===== src/rtl/pdd_pkg.sv =====
// ----------------------------------------------------------------------------
// pdd_pkg
// Shared types and constants for the point distance and direction block.
// ----------------------------------------------------------------------------
package pdd_pkg;

	// Width of the fixed-point distance field of a result.
	localparam int DIST_W = 33;

	// Main direction codes.
	typedef enum logic [2:0] {
		DIR_UP    = 3'd0,
		DIR_DOWN  = 3'd1,
		DIR_RIGHT = 3'd2,
		DIR_LEFT  = 3'd3,
		DIR_TIE   = 3'd4,
		DIR_NONE  = 3'd5
	} dir_t;

	// One result as it is held in the output buffer.
	typedef struct packed {
		logic [DIST_W-1:0] dist_fixed;
		dir_t              direction;
	} result_t;

endpackage


===== src/rtl/pdd_if.sv =====
// ----------------------------------------------------------------------------
// pdd_if
// Valid/ready channels: a point pair going in and a distance result coming out.
// ----------------------------------------------------------------------------

// Point pair channel; coordinates are two's complement.
interface pdd_point_if #(
	parameter int CW = 16
) ();
	logic                 valid;
	logic                 ready;
	logic signed [CW-1:0] start_x;
	logic signed [CW-1:0] start_y;
	logic signed [CW-1:0] target_x;
	logic signed [CW-1:0] target_y;

	modport source (output valid, output start_x, output start_y,
		output target_x, output target_y, input ready);
	modport sink (input valid, input start_x, input start_y,
		input target_x, input target_y, output ready);
endinterface



===== src/rtl/pdd_front.sv =====
// ----------------------------------------------------------------------------
// pdd_front
// Front pipeline: coordinate differences, magnitudes, squares, sum of squares
// and the main direction code, one transaction per cycle while en is high.
// ----------------------------------------------------------------------------
module pdd_front #(
	parameter int CW   = 16,
	parameter int FB   = 16,
	parameter int OP_W = 2 * (CW + 1 + FB)
) (
	input  logic                clk,
	input  logic                arst_n,
	input  logic                en,
	pdd_point_if.sink           points,
	output logic                valid_out,
	output logic [OP_W-1:0]     op_out,
	output pdd_pkg::dir_t       dir_out
);
	import pdd_pkg::*;

	localparam int SUM_W = 2 * CW + 1;

	logic                valid_s1, valid_s2, valid_s3, valid_s4;
	logic [CW:0]         diff_x_s1, diff_y_s1;
	logic [CW:0]         neg_x, neg_y;
	logic [CW-1:0]       mag_x_s2, mag_y_s2;
	logic                left_s2, down_s2;
	logic [2*CW-1:0]     sq_x_s3, sq_y_s3;
	dir_t                dir_s3, dir_s4;
	dir_t                dir_next;
	logic [SUM_W-1:0]    sum_s4;

	// The pipeline only moves when the output side has room.
	assign points.ready = en;

	// Valid bits of the stages.
	always_ff @(posedge clk or negedge arst_n) begin
		if (!arst_n) begin
			valid_s1 <= 1'b0;
			valid_s2 <= 1'b0;
			valid_s3 <= 1'b0;
			valid_s4 <= 1'b0;
		end else if (en) begin
			valid_s1 <= points.valid;
			valid_s2 <= valid_s1;
			valid_s3 <= valid_s2;
			valid_s4 <= valid_s3;
		end
	end

	// Two's complement negation of the differences for the magnitudes.
	assign neg_x = ~diff_x_s1 + 1'b1;
	assign neg_y = ~diff_y_s1 + 1'b1;

	// The axis with the larger magnitude decides; a sign picks the side.
	always_comb begin
		if (mag_x_s2 < mag_y_s2) begin
			dir_next = down_s2 ? DIR_DOWN : DIR_UP;
		end else if (mag_x_s2 > mag_y_s2) begin
			dir_next = left_s2 ? DIR_LEFT : DIR_RIGHT;
		end else if (mag_x_s2 != '0) begin
			dir_next = DIR_TIE;
		end else begin
			dir_next = DIR_NONE;
		end
	end

	// Data path of the stages.
	always_ff @(posedge clk) begin
		if (en) begin
			diff_x_s1 <= {points.target_x[CW-1], points.target_x}
				- {points.start_x[CW-1], points.start_x};
			diff_y_s1 <= {points.target_y[CW-1], points.target_y}
				- {points.start_y[CW-1], points.start_y};

			mag_x_s2 <= diff_x_s1[CW] ? neg_x[CW-1:0] : diff_x_s1[CW-1:0];
			mag_y_s2 <= diff_y_s1[CW] ? neg_y[CW-1:0] : diff_y_s1[CW-1:0];
			left_s2  <= diff_x_s1[CW];
			down_s2  <= diff_y_s1[CW];

			sq_x_s3 <= mag_x_s2 * mag_x_s2;
			sq_y_s3 <= mag_y_s2 * mag_y_s2;
			dir_s3  <= dir_next;

			sum_s4 <= {1'b0, sq_x_s3} + {1'b0, sq_y_s3};
			dir_s4 <= dir_s3;
		end
	end

	// The root operand is the sum scaled by the square of the fraction weight.
	assign valid_out = valid_s4;
	assign op_out    = OP_W'(sum_s4) << (2 * FB);
	assign dir_out   = dir_s4;

endmodule


===== src/flat_wrapper.sv =====
// flat-port wrapper written by rule: the top's interface ports become plain ports
module pdd_front_flat import pdd_pkg::*;
#(
	parameter int CW   = 16,
	parameter int FB   = 16,
	parameter int OP_W = 2 * (CW + 1 + FB)
)
  (clk, arst_n, en, valid_out, op_out, dir_out, points_valid, points_start_x, points_start_y, points_target_x, points_target_y, points_ready);
  pdd_point_if #(.CW(CW)) points_i ();
  input  logic clk;
  input  logic arst_n;
  input  logic en;
  output logic valid_out;
  output logic [OP_W-1:0] op_out;
  output pdd_pkg::dir_t dir_out;
  input wire logic [$bits(points_i.valid)-1:0] points_valid;
  input wire logic [$bits(points_i.start_x)-1:0] points_start_x;
  input wire logic [$bits(points_i.start_y)-1:0] points_start_y;
  input wire logic [$bits(points_i.target_x)-1:0] points_target_x;
  input wire logic [$bits(points_i.target_y)-1:0] points_target_y;
  output wire logic [$bits(points_i.ready)-1:0] points_ready;
  assign points_i.valid = points_valid;
  assign points_i.start_x = points_start_x;
  assign points_i.start_y = points_start_y;
  assign points_i.target_x = points_target_x;
  assign points_i.target_y = points_target_y;
  assign points_ready = points_i.ready;
  pdd_front #(.CW(CW), .FB(FB), .OP_W(OP_W)) u_core (.clk(clk), .arst_n(arst_n), .en(en), .points(points_i), .valid_out(valid_out), .op_out(op_out), .dir_out(dir_out));
endmodule

===== config.mk =====
export PLATFORM = sky130hd
export DESIGN_NAME = pdd_front_flat
export DESIGN_NICKNAME = d
export VERILOG_FILES = /design/src/rtl/pdd_pkg.sv /design/src/rtl/pdd_if.sv /design/src/rtl/pdd_front.sv /design/src/flat_wrapper.sv
export SDC_FILE = /design/constraint.sdc
export NUM_CORES = 1
export LEC_CHECK = 0
export BUFFER_PORTS_ARGS = -buffer_cell sky130_fd_sc_hd__buf_4
export CORE_AREA = 5 5 230 232
export CTS_CLUSTER_DIAMETER = 150
export DETAILED_ROUTE_END_ITERATION = 12
export DIE_AREA = 0 0 235 237
export MAX_ROUTING_LAYER = met4
export PLACE_DENSITY_LB_ADDON = 0.12
export SLEW_MARGIN = 0
export SYNTH_ARGS = -nofsm -noshare
export SYNTH_HDL_FRONTEND = slang
export SYNTH_SLANG_ARGS = --single-unit

===== constraint.sdc =====
create_clock -name clk -period 9.2 [get_ports clk]
set_clock_uncertainty 0.2 [all_clocks]
set_input_delay 0.46 -clock clk [delete_from_list [all_inputs] [get_ports clk]]
set_output_delay 0.46 -clock clk [all_outputs]
set_load 0.005 [all_outputs]

Word-level counts from Yosys, hierarchy flattened:

Index checks and enable logic that the tools add are counted.

* add/subtract/negate cells: 5
* $mul: 2
* div/mod/pow operators: 0
* order comparisons: 2
* eq/ne operators: 0
* shifts and indexed selects: 0
* multiplexer cells: 7
* bitwise logic cells: 2
* reduce and logical (&&, ||, !) cells: 1

Operators with widths (number)
* $mul A16 B16 Y32: 2
* $sub A16 B16 Y17: 2
* $add A32 B32 Y33: 1
* $add A16 B1 Y16 const B: 2
* $mux W16: 2
* $not A16 Y16: 2
* $gt A16 B16 Y1: 1
* $lt A16 B16 Y1: 1
* $reduce_bool A16 Y1: 1
* $mux W3: 2
* $mux W1: 3

* register bits after elaboration: 175
* bits in latches: 0
* bits in writable memories: 0
* memory bits (read-only): 0
* input bits: 68
* word-level logic and storage cells: 34
* memories: 0

Longest topological paths before layout:

Gate-level depths: netlist (run 1).

* word-level depth: 4
* depth in mapped cells: 25
* gate-level depth less buffers: 23

Least setup slack after synthesis (run 1):

OpenSTA, ideal clock, no wires.

* kind: register -> register
* start: register u_core.mag_x_s2[1]
* end: register u_core.sq_x_s3[28], data pin
* library setup time: 0.260 ns
* arrival time: 5.964 ns
* data required time: 8.740 ns
* path slack: 2.776 ns
* cell stages (with the launch flop): 24
* buffers on the path: 2
* clock period less this slack: 6.424 ns
* path through: edfxtp_1 clkbuf_1 clkbuf_1 and2_1 fa_1 inv_1 fa_1 inv_1 fa_1 inv_1 fa_1 inv_1 fa_1 inv_1 fa_1 inv_1 ha_1 o21a_1 o21a_1 o22a_4 a41o_1 and3_1 o41a_1 xor2_1

* word-level cells in the longest chain between the ends: 1

Ends and longest elaborated chain
* from (decl): line pdd_front.sv:26 `logic [CW-1:0] mag_x_s2, mag_y_s2;`
* from (signal assigned): line pdd_front.sv:76 `mag_x_s2 <= diff_x_s1[CW] ? neg_x[CW-1:0] : diff_x_s1[CW-1:0];`
* $mul A16 B16 Y32: line pdd_front.sv:81 `sq_x_s3 <= mag_x_s2 * mag_x_s2;`
* to (signal assigned): line pdd_front.sv:81
* to (decl): line pdd_front.sv:28 `logic [2*CW-1:0] sq_x_s3, sq_y_s3;`

No other way between the ends.
A chain may end at the register's enable or synchronous reset.

Worst setup path after layout (run 1):

* start: register u_core.mag_y_s2[7]
* end: register u_core.sq_y_s3[29], data pin

* word-level cells in the longest chain between the ends: 1

Ends and longest elaborated chain
* from (decl): line pdd_front.sv:26
* from (signal assigned): line pdd_front.sv:77 `mag_y_s2 <= diff_y_s1[CW] ? neg_y[CW-1:0] : diff_y_s1[CW-1:0];`
* $mul A16 B16 Y32: line pdd_front.sv:82 `sq_y_s3 <= mag_y_s2 * mag_y_s2;`
* to (signal assigned): line pdd_front.sv:82
* to (decl): line pdd_front.sv:28

No other way between the ends.

==> results of run 1 <==
==> path summary, 6_finish.rpt <==
| path | from | end | cells past startpoint |
|---|---|---|---|
| worst max-delay path | u_core.mag_y_s2[7] | u_core.sq_y_s3[29] | 20 |
| worst min-delay path | arst_n | u_core.valid_out | 2 |
| worst max register to register | u_core.mag_y_s2[7] | u_core.sq_y_s3[29] | 20 |
| worst min register to register | u_core.dir_s3[1] | u_core.dir_out[1] | 0 |
| max in group asynchronous | arst_n | u_core.valid_s3 | 2 |
| min in group clk | points_start_y[0] | u_core.diff_y_s1[0] | 3 |
==> flip-flops by register name (all words and copies together), names as in the netlist, 3 cells and up <==
register,count
u_core.sum_s4,33
u_core.sq_x_s3,31
u_core.sq_y_s3,31
u_core.diff_x_s1,17
u_core.diff_y_s1,17
u_core.mag_x_s2,16
u_core.mag_y_s2,16
u_core.dir_out,3
u_core.dir_s3,3
==> worst reg2reg max path, delay by kind of cell (launching register included) <==
kind / cells / cell delay [ns]
fa+ha+maj: 7 / 3.26
compound gates: 5 / 0.91
simple gates: 3 / 0.84
flops: 1 / 0.74
buf+inv: 3 / 0.48
xor+xnor: 2 / 0.34
==> metrics by stage <==
step                      setup slack [ns]  hold slack (ns)  util, %
final                                 2.18            0.123     51.0
after global routing                  1.74            0.110     51.0
after detailed placement              2.22           0.0572     49.8
after floorplan                       2.78          -0.0356        -
after global placement                2.26           0.0568     49.8
after CTS                             2.19           0.0676     51.0
==> Yosys cell counts, types with 24 or more instances <==
| library cell | count |
|---|---|
| inv_1 | 562 |
| fa_1 | 326 |
| xor2_1 | 46 |
| a21oi_1 | 95 |
| edfxtp_1 | 169 |
| nand2_1 | 205 |
| ha_1 | 285 |
| xnor2_1 | 108 |
| nand3_1 | 24 |
| nor2_1 | 129 |
| o21ai_0 | 51 |
| a21o_1 | 57 |
| buf_4 | 34 |
| and2_1 | 54 |
| clkbuf_1 | 47 |
==> metal layers <==
| metal | vias to the layer above | wire (um) | GRT usage [%] |
|---|---|---|---|
| met4 | 0 | 909 | 5.04 |
| li1 | 7933 | - | - |
| met3 | 59 | 2630 | 2.96 |
| met1 | 7957 | 26600 | 29.7 |
| met2 | 373 | 25300 | 32.8 |
| met5 | - | 0 | - |
==> kinds of logic after synthesis <==
| group | after synthesis |
|---|---|
| buffers and inverters | 646 |
| other | 1 |
| XOR/XNOR | 154 |
| flip-flops | 173 |
| AO/OA/AOI/OAI | 333 |
| adder cells (fa/ha/maj) | 611 |
| AND/OR/NAND/NOR | 527 |
| multiplexers | 8 |
==> area by class of cell <==
type | instances | area (um2) | area share (%)
Clock inverter | 15 | 161 | 0.623
Multi-Input combinational cell | 1666 | 16300 | 63.1
Inverter | 565 | 2120 | 8.19
Timing Repair Buffer | 110 | 835 | 3.22
Clock buffer | 17 | 425 | 1.64
Tap cell | 680 | 851 | 3.29
Sequential cell | 173 | 5170 | 20.0
==> layout by cell type (no fill, tap or decap), types with 15 or more instances in the layout <==
| cell type | n |
|---|---|
| nand2b_1 | 15 |
| nor2b_1 | 22 |
| xnor2_1 | 108 |
| nand2_1 | 205 |
| xor2_1 | 46 |
| a21o_1 | 57 |
| and2_1 | 54 |
| conb_1 | 33 |
| fa_1 | 326 |
| nand3_1 | 24 |
| edfxtp_1 | 169 |
| clkbuf_16 | 17 |
| inv_1 | 562 |
| a21oi_1 | 95 |
| ha_1 | 285 |
| o21ai_0 | 51 |
| nor2_1 | 129 |
| buf_4 | 107 |
==> results_dict.tcl, run 1 <==
set metrics [dict create \
    fin_area_um2 25900 \
    r2r_slack_ns 2.18 \
    path_max_fanout 12 \
    portBuffers 105 \
    ys.flop_type "edfxtp_1" \
    cts.clk_slew.worst_paths_ns 0.06 \
    layout_min_cycle_time_ns 7.02 \
    crit_buf_inv 3 \
    placed_area_um2 25300 \
    drcViolationCount 0 \
    syn_inst 2453 \
    grt_remaining_overflow 0 \
    postCtsSetupBuffers 0 \
    synth_top_area_share_pct 27.3 \
    synth_cell_type_count 72 \
    drtAntennaViolNets 0 \
    n_antenna_cell 0 \
    grt_use_total_pct 21.1 \
    status "completed" \
    synth-async-reset-ratio_pct 2.31 \
    final-setup-viol-count 0 \
    cts_tree "yes" \
    slew_headroom_pct 34.1 \
    worstMarginPinSlew_ns 0.988 \
    cts_hold_buf 2 \
    num_rows 83 \
    layout.nets 3212 \
    clockRootBuffer "clkbuf_16" \
    routedWlPerCell_um 17.2 \
    area_growth_pct 8.19 \
    synth_top_cells_by_area "fa_1 (27%), edfxtp_1 (21%), ha_1 (15%)" \
    rsz0062_at_grt "no" \
    grt_pass1_wl_mm 91.1 \
    crit_family "adder cells" \
    critPathRequiredTime_ns 9.22 \
    crit_path_end_kind "flop" \
    hp-class "input port to asynchronous set/reset pin" \
    avgSynthCellArea_um2 9.76 \
    gp_congestion 0.928 \
    finalHoldViolCount 0 \
    synthXorXnorAreaFrac_pct 5.64 \
    fin_cells 3226 \
    tns_ns 0 \
    firstDrtPassIters 5 \
    first_iter_violations 898 \
    synth_fa_ha_area_share_pct 42.2 \
    crit_path_frequent_cell "fa_1" \
    clockBufferDepth 2 \
    drive_above_1_share_pct 7.15 \
    ys_seq_elements 173 \
    grt_pass1_vias 17300 \
    vias 16300 \
    core_um2 50800 \
    crit_chain "inv_1, nor2_1, ha_1, xnor2_1, fa_1, fa_1, fa_1, fa_1, inv_1, fa_1, inv_1, ha_1, a21oi_1, o21ai_0, nor4_1, o21a_1, a311oi_1, and3_1, o41ai_2, xnor2_1" \
    syn_area_um2 23900 \
    crit_slowest_cell "edfxtp_1" \
    htreeDepth 4 \
    start_util_pct 47.1 \
    fmax_mhz 143 \
    synth-compound-area-share_pct 9.38 \
    synth_area_leader_cell "fa_1" \
    dp_cells 3192 \
    clkSinkCount 173 \
    fillers 4672 \
    drv_cap 0 \
    period_share_pct 76.3 \
    critPathLaunchType "flop" \
    synth_top_family_by_area "adder cells" \
    cpPeakStageDelay_ns 0.74 \
    viasPerCell 5.06 \
    crit_type "flop to flop" \
    dp_hpwl_mm 46.7 \
    synth_mux_area_share_pct 0.371 \
    cp_data_arrival_time_ns 7.03 \
    slew_viol_final 0 \
    antenna_found_initial 1 \
    wl_mm 55.4 \
    cts_made_buffers 17 \
    die_h_um 237 \
    synth-seq-area-share_pct 21.6 \
    clkLatencyLatePin_ns 0.48 \
    ios 139 \
    synthSimpleGateAreaFrac_pct 10.1 \
    dieArea_um2 55700 \
    die_x_um 235 \
    synth_edf_count 169 \
    cts.repair.resized 0 \
    grt_max_degree 72 \
    yosys_warnings 0 \
]
Power of run 1 is not shown: default switching activity piles up to over one toggle a cycle in this logic, so the estimate is an artifact.
==> run 2: changes to the inputs <==
- ABC_AREA: not set -> 1
- CORE_AREA: 5 5 230 232 -> 5 5 242 244
- DIE_AREA: 0 0 235 237 -> 0 0 247 249
- clock period: 9.2 -> 5.8 ns (I/O delays scaled with it)
==> run 2 against run 1 <==
  * Die area is 10% higher
  * Global-route usage is 1.3 points higher
  * Critical path depth is 4 higher
  * Non-clock buffer count is 156 higher
  * Sequential cell count stayed put
  * Critical path type unchanged
  * Critical endpoint is now u_core.sq_y_s3[31]
  * Largest cell class unchanged
  * Highest routed layer unchanged
==> results_dict.tcl, run 2 <==
set metrics [dict create \
    status "completed" \
    crit_type "flop to flop" \
    cp_data_arrival_time_ns 5.68 \
    area_growth_pct 15.0 \
    period_share_pct 97.2 \
    crit_path_end_kind "flop" \
    vias 21000 \
    reg2reg_from "u_core.mag_y_s2[8]" \
    start_util_pct 47.6 \
    wl_mm 65.1 \
    n_antenna_cell 0 \
    finalHoldViolCount 0 \
    grtUsageMet3_pct 2.73 \
    multi_input_area_um2 18400 \
    critPathLaunchType "flop" \
    synth_top_area_share_pct 24.5 \
    ff2ff_path_depth 24 \
    synth_fa_ha_area_share_pct 37.8 \
    synthXorXnorAreaFrac_pct 3.45 \
    largest_register_ffs 33 \
    die_x_um 247 \
    crit_slowest_cell "fa_1" \
    place_worst_setup_slack_ns -0.0927 \
    top_register "u_core.sum_s4" \
    gp_congestion 0.919 \
    final_cell_mix "nand2_1 (886), inv_1 (884), fa_1 (323)" \
    viasPerCell 4.77 \
    portBuffers 105 \
    ios 139 \
    routedWlPerCell_um 14.8 \
    drcViolationCount 0 \
    drtAntennaViolNets 0 \
    synth_area_leader_cell "fa_1" \
    rsz0062_at_grt "yes" \
    crit_chain "buf_4, buf_6, buf_2, buf_4, ha_1, or2_2, fa_1, fa_1, fa_1, fa_1, inv_1, fa_1, inv_1, ha_4, nand2_2, inv_1, nand2_1, nand2_1, nand2_1, nand2_1, a21oi_1, nand2_1, nand2_1, nand2_1" \
    clockRootBuffer "clkbuf_16" \
    slew_viol_final 0 \
    cts_tree "yes" \
    cts_made_buffers 17 \
    synth_edf_count 169 \
    die_h_um 249 \
    synth.most_common_cell "nand2_1" \
    path_max_fanout 6 \
    ys.flop_type "edfxtp_1" \
    layout_min_cycle_time_ns 5.64 \
    synth_mux_area_share_pct 0.0844 \
    grt_pass1_wl_mm 108 \
    worstMarginPinSlew_ns 0.993 \
    fmax_mhz 177 \
    synth-seq-area-share_pct 19.4 \
    yosys_warnings 0 \
    synth_cell_type_count 42 \
    dp_hpwl_mm 55.7 \
    r2r_slack_ns 0.16 \
    fillers 5402 \
    layout.nets 4312 \
    num_rows 87 \
    hp-class "input port to flop" \
    grt_remaining_overflow 0 \
    synth-compound-area-share_pct 3.59 \
    clkSinkCount 173 \
    final-setup-viol-count 0 \
    cpPeakStageDelay_ns 0.57 \
    synth_common_cells "nand2_1 (927), inv_1 (897), fa_1 (326)" \
    htreeDepth 4 \
    clkLatencyLatePin_ns 0.48 \
    hold_path_depth 4 \
    seqCellArea_um2 5170 \
    cts.clk_slew.worst_paths_ns 0.08 \
    met1_usage_pct 29.7 \
    gr-max-usage-layer "met2" \
    synthSimpleGateAreaFrac_pct 21.1 \
    clockBufferDepth 2 \
    antenna_found_initial 0 \
    synth_top_family_by_area "adder cells" \
    reg2reg_to "u_core.sq_y_s3[31]" \
    use_met2_pct 36.7 \
    syn_area_um2 26700 \
    reg.largest.list "u_core.sum_s4 (33), u_core.sq_x_s3 (31), u_core.sq_y_s3 (31)" \
    drv_cap 0 \
    final_common_cell "nand2_1" \
    synth-async-reset-ratio_pct 2.31 \
    crit_path_frequent_cell "nand2_1" \
    ys_seq_elements 173 \
    drive_above_1_share_pct 13.0 \
    timing.final.ws_setup_ns 0.164 \
    grt_use_total_pct 22.4 \
    holdPathEnd "u_core.diff_y_s1[16]" \
    grt_pass1_vias 21900 \
    slew_headroom_pct 33.8 \
    firstDrtPassIters 5 \
    avgSynthCellArea_um2 7.81 \
    min_from "points_target_y[15]" \
    core_um2 56100 \
    synth_top_cells_by_area "fa_1 (24%), edfxtp_1 (19%), ha_1 (13%)" \
    dieArea_um2 61500 \
    critPathRequiredTime_ns 5.84 \
    syn_inst 3419 \
    first_iter_violations 911 \
    grt_max_degree 97 \
]
## run 2: cell types whose count changed in the layout (fill, tap and decap cells not counted), sizes merged, moves of 54 or more
| cell | previous run | this run |
|---|---|---|
| inv | 568 | 903 |
| xnor2 | 108 | 18 |
| a21o | 58 | 4 |
| nand3 | 24 | 141 |
| buf | 108 | 260 |
| nand2 | 205 | 936 |
## run 2: cell type report
class / count / share of cell area [%]
tap: 756 / 3.08
multi-input combinational: 2275 / 60.1
timing repair buffer: 266 / 7.00
inverter: 900 / 11.0
sequential: 173 / 16.9
clock inverter: 13 / 0.534
clock buffer: 19 / 1.44
## run 2: cells by family (layout without fill, tap and decap cells)
family / count (synthesis) / count (layout)
AND/OR/NAND/NOR: 1356 / 1356
buffers and inverters: 1003 / 1198
adder cells (fa/ha/maj): 611 / 611
flip-flops: 173 / 173
AO/OA/AOI/OAI: 168 / 168
XOR/XNOR: 105 / 105
multiplexers: 2 / 2
other: 1 / 33
## run 2: worst max-delay path, delay by kind of cell (launching register included)
kind	cells	cell delay [ns]
simple gates	9	0.92
fa+ha+maj	7	2.97
buf+inv	7	0.73
compound gates	1	0.18
flops	1	0.40
## run 2: worst max-delay path by stage
| stage | startpoint | endpoint | slack (ns) | cells past startpoint |
|---|---|---|---|---|
| global route | u_core.mag_y_s2[8] | u_core.sq_y_s3[19] | -0.04 | 23 |
| global placement | u_core.mag_y_s2[2] | u_core.sq_y_s3[16] | -0.10 | 21 |
| finish | u_core.mag_y_s2[8] | u_core.sq_y_s3[31] | 0.16 | 24 |
| detailed placement | u_core.mag_y_s2[2] | u_core.sq_y_s3[16] | -0.09 | 21 |
| floorplan | u_core.mag_y_s2[13] | u_core.sq_y_s3[29] | 0.07 | 21 |
| CTS | u_core.mag_x_s2[6] | u_core.sq_x_s3[30] | 0.01 | 19 |
## run 2: per-stage QoR
| step | hold slack, ns | cells | util, % | setup TNS [ns] | instance area (um2) |
|---|---|---|---|---|---|
| after floorplan | -0.206 | 3451 | - | 0 | 26800 |
| after global placement | -0.111 | 4292 | 51.2 | -0.410 | 28700 |
| after detailed placement | -0.109 | 4292 | 51.2 | -0.412 | 28700 |
| after CTS | 0.0107 | 4340 | 52.5 | 0 | 29500 |
| after global routing | 0.0592 | 4402 | 54.7 | -0.224 | 30700 |
| final | 0.0635 | 4402 | 54.7 | 0 | 30700 |
## run 2: timing repair
| action | 4_1_cts | 5_1_grt |
|---|---|---|
| gates resized for setup | 6 | 188 |
| hold buffers | 5 | 0 |
| pin swaps | 0 | 52 |
| buffers inserted | 11 | 61 |
| hold endpoints to repair | 7 | 0 |
| setup endpoints to repair | 10 | 40 |
| gates cloned | 0 | 1 |
## run 2: metal layers
layer  part of all wire, %  vias to the layer above
li1                      -                    10600
met1                    46                     9920
met2                    48                      410
met3                   3.8                       80
met4                   2.6                        0
met5                     0                        -
Power of run 2 is left out for the same reason.
==> run 3: changes to the inputs <==
- CORE_AREA: 5 5 242 244 -> 2 2 239 241
- DIE_AREA: 0 0 247 249 -> 0 0 241 243
- PLACE_DENSITY: not set -> 0.67
- PLACE_DENSITY_LB_ADDON: 0.12 -> not set
==> run 3 against run 2 <==
  * Clock-buffer cell count unchanged
  * Global-route usage increased by 0.15 points
  * Sequential share of layout area rose by 0.17 points
  * Largest cell class unchanged
  * Via count shrank 0.46%
  * Non-clock buffer count is 20 lower
  * First-iteration DRC count down 6.6%
  * Critical path depth down 2
  * Die area decreased by 4.8%
  * Hold slack got worse by 0.0054 ns
  * Design area down 1.0%
  * Highest routed layer unchanged
==> results_dict.tcl, run 3 (same netlist as run 2, synthesis figures left out) <==
set metrics [dict create \
    clkSinkCount 173 \
    grt_remaining_overflow 0 \
    clkLatencyLatePin_ns 0.48 \
    largest_register_ffs 33 \
    n_antenna_cell 0 \
    grt_max_degree 92 \
    routedWlPerCell_um 13.8 \
    top_register "u_core.sum_s4" \
    drive_above_1_share_pct 11.5 \
    cts_tree "yes" \
    layout.nets 4292 \
    placed_area_um2 28700 \
    rsz0062_at_grt "yes" \
    final_common_cell "nand2_1" \
    crit_path_end_kind "flop" \
    layout_min_cycle_time_ns 5.63 \
    worstMarginPinSlew_ns 0.845 \
    critPathRequiredTime_ns 5.83 \
    reg.largest.list "u_core.sum_s4 (33), u_core.sq_x_s3 (31), u_core.sq_y_s3 (31)" \
    slew_headroom_pct 43.7 \
    antenna_found_initial 0 \
    fillers 5415 \
    final-setup-viol-count 0 \
    final_cell_mix "nand2_1 (901), inv_1 (894), fa_1 (319)" \
    crit_type "flop to flop" \
    fin_area_um2 30400 \
    htreeDepth 4 \
    cts.clk_slew.worst_paths_ns 0.07 \
    drv_cap 0 \
    start_util_pct 47.7 \
    finalHoldViolCount 0 \
    clockBufferDepth 2 \
    clockRootBuffer "clkbuf_16" \
    area_growth_pct 13.8 \
    status "completed" \
    gp_congestion 0.917 \
    cts_made_buffers 17 \
    drtAntennaViolNets 0 \
    ios 139 \
    fmax_mhz 178 \
    hp-class "input port to flop" \
    grt_pass1_wl_mm 102 \
    slew_viol_final 0 \
    viasPerCell 4.77 \
    num_rows 87 \
    drcViolationCount 0 \
    first_iter_violations 851 \
    die_h_um 243 \
    grt_use_total_pct 22.6 \
    cp_data_arrival_time_ns 5.66 \
    wl_mm 60.6 \
    dieArea_um2 58600 \
    vias 20900 \
    grt_pass1_vias 21100 \
    dp_hpwl_mm 51.6 \
    path_max_fanout 8 \
    die_x_um 241 \
    firstDrtPassIters 5 \
    portBuffers 105 \
    critPathLaunchType "flop" \
    period_share_pct 97.1 \
    core_um2 56000 \
]
[run 3: cell type report]
class	count	area, um2	area share, %
timing repair buffer	246	1910	6.28
multi-input combinational	2275	18300	60.3
inverter	900	3380	11.1
tap	756	946	3.11
clock inverter	13	220	0.725
sequential	173	5170	17.0
clock buffer	19	433	1.42
[run 3: timing repair]
action | 4_1_cts | 5_1_grt
hold buffers | 5 | 0
pin swaps | 0 | 33
hold endpoints to repair | 7 | 0
resized for setup | 0 | 144
setup endpoints to repair | 4 | 38
buffers inserted | 7 | 43
gates cloned | 0 | 0
[run 3: stage by stage]
| step | cells | hold WS (ns) | utilization, % | worst slack (ns) | setup TNS (ns) |
|---|---|---|---|---|---|
| 2_1_floorplan | 3451 | -0.206 | - | 0.0694 | 0 |
| 4_1_cts | 4339 | 0.0266 | 52.6 | 0.00376 | 0 |
| 5_1_grt | 4382 | 0.0533 | 54.3 | -0.0577 | -0.329 |
| 6_report | 4382 | 0.0582 | 54.3 | 0.169 | 0 |
| 3_3_place_gp | 4295 | -0.112 | 51.3 | 0.0163 | 0 |
| 3_5_place_dp | 4295 | -0.111 | 51.3 | -0.0234 | -0.0234 |
[run 3: final timing paths]
check,start,end,slack [ns],depth (start not counted)
min in group asynchronous,arst_n,u_core.valid_s2,0.51,3
worst min-delay path,points_target_y[15],u_core.diff_y_s1[16],0.06,4
worst max-delay path,u_core.mag_y_s2[2],u_core.sq_y_s3[21],0.17,22
worst min register to register,u_core.dir_s3[0],u_core.dir_out[0],0.22,0
worst max register to register,u_core.mag_y_s2[2],u_core.sq_y_s3[21],0.17,22
max in group asynchronous,arst_n,u_core.valid_s3,4.72,3
[run 3: layer usage]
| layer | wire length [um] | global-route usage (%) | vias up |
|---|---|---|---|
| li1 | - | - | 10600 |
| met1 | 27500 | 29.0 | 9829 |
| met2 | 29400 | 37.5 | 447 |
| met3 | 2730 | 3.04 | 66 |
| met4 | 1030 | 5.68 | 0 |
| met5 | 0 | - | - |
[run 3: worst max-delay path, stage by stage (launching register included)]
cell and delay, ns:
edfxtp_1 0.58, nand2_1 0.16, inv_1 0.06, fa_1 0.50, inv_1 0.05, fa_1 0.47, inv_1 0.05, fa_1 0.50
inv_1 0.05, fa_1 0.48, inv_1 0.05, fa_1 0.52, inv_1 0.05, fa_1 0.52, inv_1 0.06, ha_4 0.30
nand2_4 0.08, nor2_4 0.15, nand3_1 0.11, nand3_2 0.14, nand3_1 0.11, nand3_1 0.10, nand2_1 0.07
Power of run 3 is left out for the same reason.
